===== src/design/bdl_pkg.sv =====
`timescale 1ns / 1ps

package bdl_pkg;

   // Operation codes carried on req_func.
   typedef enum logic [3:0] {
      FN_INS_HEAD   = 4'd0,
      FN_INS_TAIL   = 4'd1,
      FN_REM_HEAD   = 4'd2,
      FN_REM_TAIL   = 4'd3,
      FN_READ_IDX   = 4'd4,
      FN_WRITE_IDX  = 4'd5,
      FN_CLEAR      = 4'd6,
      FN_READ_HEAD  = 4'd7,
      FN_READ_TAIL  = 4'd8
   } func_type;

   // Result codes carried on rsp_status.
   typedef enum logic [1:0] {
      ST_OK     = 2'd0,
      ST_FULL   = 2'd1,
      ST_EMPTY  = 2'd2,
      ST_BOUNDS = 2'd3
   } status_type;

   localparam int FUNC_W   = 4;
   localparam int POS_W    = 9;
   localparam int ITEM_W   = 32;
   localparam int RDVAL_W  = 32;
   localparam int COUNT_W  = 9;
   localparam int STATUS_W = 2;

   // Commands from the controller to the datapath.
   typedef struct packed {
      logic take;   // a request is accepted this cycle
      logic load;   // move the finished result into the response register
   } ctl_cmd_type;

endpackage


===== src/design/bdl_ctrl.sv =====
`timescale 1ns / 1ps

module bdl_ctrl (
   input  logic                 clock,
   input  logic                 reset,
   input  logic                 req_valid,
   output logic                 req_ready,
   output logic                 rsp_valid,
   input  logic                 rsp_ready,
   output bdl_pkg::ctl_cmd_type cmd
);

   typedef enum logic {
      S_IDLE,
      S_EXEC
   } state_type;

   state_type state_ff;
   logic      ready_ff;
   logic      valid_ff;
   logic      take;
   logic      load;

   assign take = req_valid && ready_ff;
   // The result may move out once the response register is free or being emptied.
   assign load = (state_ff == S_EXEC) && (!valid_ff || rsp_ready);

   always_ff @(posedge clock) begin
      if (reset) begin
         state_ff <= S_IDLE;
         ready_ff <= 1'b0;
         valid_ff <= 1'b0;
      end else begin
         unique case (state_ff)
            S_IDLE: begin
               if (take) begin
                  state_ff <= S_EXEC;
                  ready_ff <= 1'b0;
               end else begin
                  ready_ff <= 1'b1;
               end
            end
            S_EXEC: begin
               if (load) begin
                  state_ff <= S_IDLE;
                  ready_ff <= 1'b1;
               end
            end
            default: begin
               state_ff <= S_IDLE;
               ready_ff <= 1'b0;
            end
         endcase
         if (load) begin
            valid_ff <= 1'b1;
         end else if (rsp_ready) begin
            valid_ff <= 1'b0;
         end
      end
   end

   assign req_ready = ready_ff;
   assign rsp_valid = valid_ff;
   assign cmd.take  = take;
   assign cmd.load  = load;

endmodule


===== config.mk =====
export PLATFORM = sky130hd
export DESIGN_NAME = bdl_ctrl
export DESIGN_NICKNAME = d
export VERILOG_FILES = /design/src/design/bdl_pkg.sv /design/src/design/bdl_ctrl.sv
export SDC_FILE = /design/constraint.sdc
export NUM_CORES = 1
export LEC_CHECK = 0
export BUFFER_PORTS_ARGS = -buffer_cell sky130_fd_sc_hd__buf_4
export CAP_MARGIN = 20
export CORE_AREA = 2 2 39 41
export DETAILED_ROUTE_END_ITERATION = 10
export DIE_AREA = 0 0 41 43
export GPL_TIMING_DRIVEN = 0
export SYNTH_ARGS = -nofsm -noshare
export SYNTH_HDL_FRONTEND = slang
export SYNTH_SLANG_ARGS = --single-unit

===== constraint.sdc =====
create_clock -name clock -period 1.3 [get_ports clock]
set_clock_uncertainty 0.2 [all_clocks]
set_input_delay 0.13 -clock clock [delete_from_list [all_inputs] [get_ports clock]]
set_output_delay 0.13 -clock clock [all_outputs]
set_load 0.05 [all_outputs]

==> results of run 1 <==
## power groups by stage
stage                     Clock (mW)  Sequential [mW]  Combinational [mW]
after floorplan                    0            0.116              0.0267
after global placement             0            0.104              0.0579
after detailed placement           0            0.104              0.0584
after CTS                      0.173            0.103              0.0687
after global routing           0.193            0.103              0.0773
final                          0.164            0.102              0.0724
## layer usage
layer,GRT usage,vias to the layer above,part of all wire
li1,-,75,-
met1,0.0415,66,0.31
met2,0.0844,6,0.57
met3,0.0471,0,0.11
met4,0.0800,0,0
met5,0,-,0
## final timing paths
check / start / endpoint / slack [ns] / depth (start not counted)
worst max register to register: rsp_valid / req_ready / 0.19 / 3
worst min register to register: state_ff / rsp_valid / 0.31 / 2
worst min-delay path: req_valid / state_ff / 0.02 / 3
worst max-delay path: rsp_valid / cmd[0] / 0.05 / 3
## sequential cells by signal (all words and copies together) (netlist names)
register   cells
req_ready      1
rsp_valid      1
state_ff       1
## worst max-delay path, delay by kind of cell, from the launching register on
| family | cells | cell delay, ns |
|---|---|---|
| buffers and inverters | 1 | 0.14 |
| DFF | 1 | 0.34 |
| and+or+nand+nor | 2 | 0.20 |
## cells by family (layout without fill, tap and decap cells)
group	count (synthesis)	count (layout)
simple gates	5	5
buf+inv	4	18
compound gates	3	3
flops	3	3
## cell usage in the layout (no fill, tap or decap), drive strengths merged
cell,instances
nand3b,2
o311a,1
dlygate4sd3,2
and2,2
clkbuf,4
dfxtp,3
buf,10
a21oi,2
inv,2
nand2b,1
## per-stage QoR
step / cells / total power, mW / utilization
after CTS: 45 / 0.344 / 0.207
after global placement: 38 / 0.162 / 0.159
after global routing: 45 / 0.373 / 0.212
after floorplan: 15 / 0.142 / -
final: 45 / 0.339 / 0.212
after detailed placement: 38 / 0.163 / 0.159
## final cells by class
| class | instances | area share |
|---|---|---|
| timing repair buffer | 12 | 0.376 |
| multi-input combinational | 8 | 0.226 |
| sequential | 3 | 0.214 |
| clock buffer | 4 | 0.0897 |
| tap | 16 | 0.0684 |
| inverter | 2 | 0.0256 |
## timing repair
action,CTS,global route
endpoints found under the hold margin,3,0
resized for setup,4,2
pin swaps,0,0
gates cloned,0,0
buffers inserted,2,1
hold buffers,2,0
setup endpoints to repair,2,1
==> impl_metrics.json, run 1 <==
{
  "placed_area_um2": 220,
  "end_kind": "output port",
  "initial_utilization": 0.105,
  "grt_usage": 0.0611,
  "core_um2": 1380,
  "drtIter0Drc": 0,
  "cp-start-kind": "flip-flop",
  "multi_input_area_um2": 66.3,
  "diodes": 0,
  "async_reset_ff_frac": 0,
  "holdCritPathClass": "in -> reg",
  "wl_per_cell_um": 7.56,
  "antenna_found_initial": 0,
  "slowest_delay_ns": 0.34,
  "seqPwrFrac": 0.302,
  "clk_latency_ns": 0.23,
  "fmax_ghz": 0.803,
  "ff_latch_area_um2": 62.6,
  "die_w_um": 41,
  "holdWs_ns": 0.0208,
  "ir_worst_vdd_v": 0.000183,
  "path_cells": "nand2b_4, and2_4, buf_8",
  "finalInstanceArea_um2": 293,
  "cp_data_arrival_time_ns": 0.92,
  "fin_crit_ns": 1.25,
  "cpMaxStageDelayCell": "dfxtp_2",
  "dpl_worst_slack_ns": 0.0927,
  "clockPowerShare": 0.484,
  "synthTopCellsByCount": "3 x dfxtp_1, 2 x a21oi_1, 2 x buf_4, 2 x inv_1, 2 x nand3b_1",
  "ys_seq_elements": 3,
  "synth_cell_type_count": 9,
  "synth_top_family_by_area": "simple AND/OR/NAND/NOR gates",
  "worst_ep_required_time_ns": 0.97,
  "criticalPathCategory": "reg -> out",
  "grt_max_degree": 5,
  "maxSlewHeadroom": 0.908,
  "power_frac_comb": 0.214,
  "synth_area_um2": 145,
  "synth_mux_area_frac": 0,
  "yosys.cell_count.top_type": "dfxtp_1",
  "fillers": 160,
  "rows": 14,
  "drv_slew": 0,
  "setup-tns-final_ns": 0,
  "vias": 147,
  "drive_gt1_frac": 0.621,
  "hold_violations": 0,
  "period_share": 0.958,
  "setup_viol": 0,
  "cts_root_buf": "clkbuf_4",
  "crit_path_max_fanout": 2,
  "yosysWarningCount": 0,
  "leakagePower_nw": 0.133,
  "drcViolationCount": 0,
  "synth_top_area_share": 0.414,
  "cts.sinks": 3,
  "clk_pin_slew_ns": 0.04,
  "synth-xor-area-share": 0,
  "switchingPower_uw": 88.8,
  "grt-ovfl-total": 0,
  "pwr_density_cell_nw_per_um2": 1160,
  "setup_ws_ns": 0.0550,
  "synth_largest_area_cell": "dfxtp_1",
  "synthCells": 15,
  "cts_htree_levels": 1,
  "synth_edf_count": 0,
  "io_buffer_count": 7,
  "syn_to_final_growth_pct": 102,
  "cts-buffers-inserted": 3,
  "rsz0062_at_grt": "no",
  "grt_pass1_wl_um": 607,
  "ioPinCount": 8,
  "synthFlopType": "dfxtp_1",
  "vias_per_cell": 3.27,
  "cts_tree": "done",
  "firstDrtPassIters": 1,
  "synth_area_leaders": "dfxtp_1 41%, buf_4 10%, nand3b_1 10%",
  "syn_avg_cell_area_um2": 9.68,
  "status": "finished clean",
  "fin_nets": 34,
  "synth_fa_ha_area_frac": 0,
  "ant_nets": 0,
  "grt_pass1_vias": 157,
  "synth-compound-area-share": 0.138,
  "postSynthNetCount": 19,
  "worst_pin_slew_ns": 0.137,
  "maxCapViolCount": 0,
  "dieArea_um2": 1760,
  "die_y_um": 43,
  "internal_power_uw": 250,
  "clock_tree.buffer_depth": 2,
  "synthSimpleGateAreaFrac": 0.293,
  "seq_area_frac_synth": 0.414,
  "wirelength_um": 340,
  "place_congestion": 0.537,
  "switching_share": 0.262
}
No activity file was read; power rests on OpenSTA's default activity.
==> inputs of run 2 (changes only) <==
==> constraint.sdc (replaced) <==
create_clock -name clock -period 1.6 [get_ports clock]
set_clock_uncertainty 0.2 [all_clocks]
set_input_delay 0.16 -clock clock [delete_from_list [all_inputs] [get_ports clock]]
set_output_delay 0.16 -clock clock [all_outputs]
set_load 0.05 [all_outputs]
==> run 2 against run 1 <==
Cell count down 4.4%. Die area stayed put. First-iteration DRC count stayed put. Largest cell class unchanged. Clock power shrank 20%. Critical path depth increased by 1. Non-clock buffer count is 2 lower. Utilization down 2.8 points. Sequential power is 19% lower. Register-to-register slack better by 0.36 ns. Hold slack worse by 0.0088 ns.
==> impl_metrics.json, run 2 (synthesis results as in run 1) <==
{
  "status": "finished clean",
  "crit_path_end": "cmd[0]",
  "crit_family": "flip-flops",
  "clock_tree.buffer_depth": 2,
  "setup-tns-final_ns": 0,
  "die_w_um": 41,
  "cp-start-kind": "flip-flop",
  "vias": 138,
  "vias_per_cell": 3.21,
  "cts-buffers-inserted": 3,
  "setup_viol": 0,
  "path_cells": "nand2b_4, and2_2, buf_4, buf_4",
  "ioPinCount": 8,
  "holdCritPathClass": "in -> reg",
  "fmax_ghz": 0.656,
  "grt_pass1_wl_um": 462,
  "power_frac_comb": 0.185,
  "hold_violations": 0,
  "cts_tree": "done",
  "seqPwrFrac": 0.314,
  "place_congestion": 0.568,
  "drcViolationCount": 0,
  "fillers": 163,
  "drv_slew": 0,
  "wl_per_cell_um": 7.28,
  "switching_share": 0.263,
  "clockPowerShare": 0.501,
  "criticalPathCategory": "reg -> out",
  "final_cell_mix": "9 x buf_4, 3 x clkbuf_4, 3 x dfxtp_1",
  "slowest_delay_ns": 0.38,
  "crit_path_max_fanout": 3,
  "grt_pass1_vias": 136,
  "switchingPower_uw": 69.4,
  "leakagePower_nw": 0.117,
  "regToRegSetupSlack_ns": 0.55,
  "finalInstanceArea_um2": 254,
  "maxCapViolCount": 0,
  "multi_input_area_um2": 62.6,
  "crit_start": "rsp_valid",
  "final_common_cell": "buf_4",
  "ir_worst_vdd_v": 0.000186,
  "grt_max_degree": 5,
  "period_share": 0.952,
  "placed_area_um2": 218,
  "cp_num_buf_inv": 2,
  "grt_usage": 0.0502,
  "fin_nets": 32,
  "worst_ep_required_time_ns": 1.24,
  "io_buffer_count": 7,
  "wirelength_um": 313,
  "path_depth": 4,
  "rr_startpoint": "state_ff",
  "initial_utilization": 0.105,
  "maxSlewHeadroom": 0.894,
  "clk_pin_slew_ns": 0.04,
  "cts_htree_levels": 1,
  "end_kind": "output port",
  "cts.sinks": 3,
  "cts_root_buf": "clkbuf_4",
  "rows": 14,
  "clk_latency_ns": 0.23,
  "antenna_found_initial": 0,
  "cp_common_cell": "buf_4",
  "drtIter0Drc": 0,
  "die_y_um": 43,
  "cp_data_arrival_time_ns": 1.16,
  "internal_power_uw": 195,
  "ant_nets": 0,
  "hold_path_depth": 3,
  "firstDrtPassIters": 1,
  "rsz0062_at_grt": "no",
  "ff_latch_area_um2": 60.1,
  "r2r_cells": 2,
  "fin_crit_ns": 1.52,
  "r2r-end": "req_ready",
  "core_um2": 1380,
  "diodes": 0,
  "grt-ovfl-total": 0,
  "cpMaxStageDelayCell": "dfxtp_1",
  "drive_gt1_frac": 0.519,
  "syn_to_final_growth_pct": 75.0,
  "dieArea_um2": 1760,
  "cts_setup_buffers": 0,
  "worst_pin_slew_ns": 0.159,
  "pwr_density_cell_nw_per_um2": 1040
}
## run 2: cell types whose count changed in the layout (fill, tap and decap cells not counted), sizes merged
cell	before	now
buf	10	9
dlygate4sd3	2	1
## run 2: tightest hold or removal path: stages
cell      delay, ns
buf_4          0.08
nand3b_1       0.09
a21oi_1        0.06
## run 2: through the flow
stage,std cells,worst slack [ns],total power [mW],utilization,hold slack (ns)
after floorplan,15,0.120,0.115,-,0.0291
after global placement,38,0.324,0.131,0.157,0.143
after detailed placement,38,0.314,0.131,0.157,0.142
after CTS,43,0.0579,0.275,0.184,0.00476
after global routing,43,0.00437,0.284,0.184,0.0340
final,43,0.0761,0.264,0.184,0.0119
## run 2: per-layer routing
metal	vias to the layer above	global-route usage	wire length, µm
met5	-	0	0
met4	0	0.100	4
met3	2	0.0314	45
met2	7	0.0563	155
met1	58	0.0354	108
li1	71	-	-
## run 2: cell type report
type | instances | area share
plain buffers | 2 | 0.0591
clock buffers | 4 | 0.103
inverters | 2 | 0.0296
multi-input cells | 8 | 0.246
flip-flops and latches | 3 | 0.236
well taps | 16 | 0.0788
repair buffers | 8 | 0.246
## run 2: power by group through the flow
stage,registers [mW],logic [mW],clock network [mW]
finish,0.0829,0.0488,0.132
global route,0.0835,0.0522,0.148
CTS,0.0829,0.0493,0.142
detailed placement,0.0841,0.0473,0
global placement,0.0839,0.0469,0
floorplan,0.0933,0.0217,0
## run 2: worst min path at each step
stage | start | to | slack (ns)
after global placement | reset | state_ff | 0.14
after floorplan | reset | rsp_valid | 0.03
after CTS | rsp_ready | state_ff | 0.005
after global routing | rsp_ready | state_ff | 0.03
after detailed placement | reset | state_ff | 0.14
final | rsp_ready | state_ff | 0.01
## run 2: timing repair
| item | 4_1_cts | 5_1_grt |
|---|---|---|
| resized for setup | 0 | 0 |
| hold endpoints to repair | 3 | 0 |
| hold buffers | 1 | 0 |
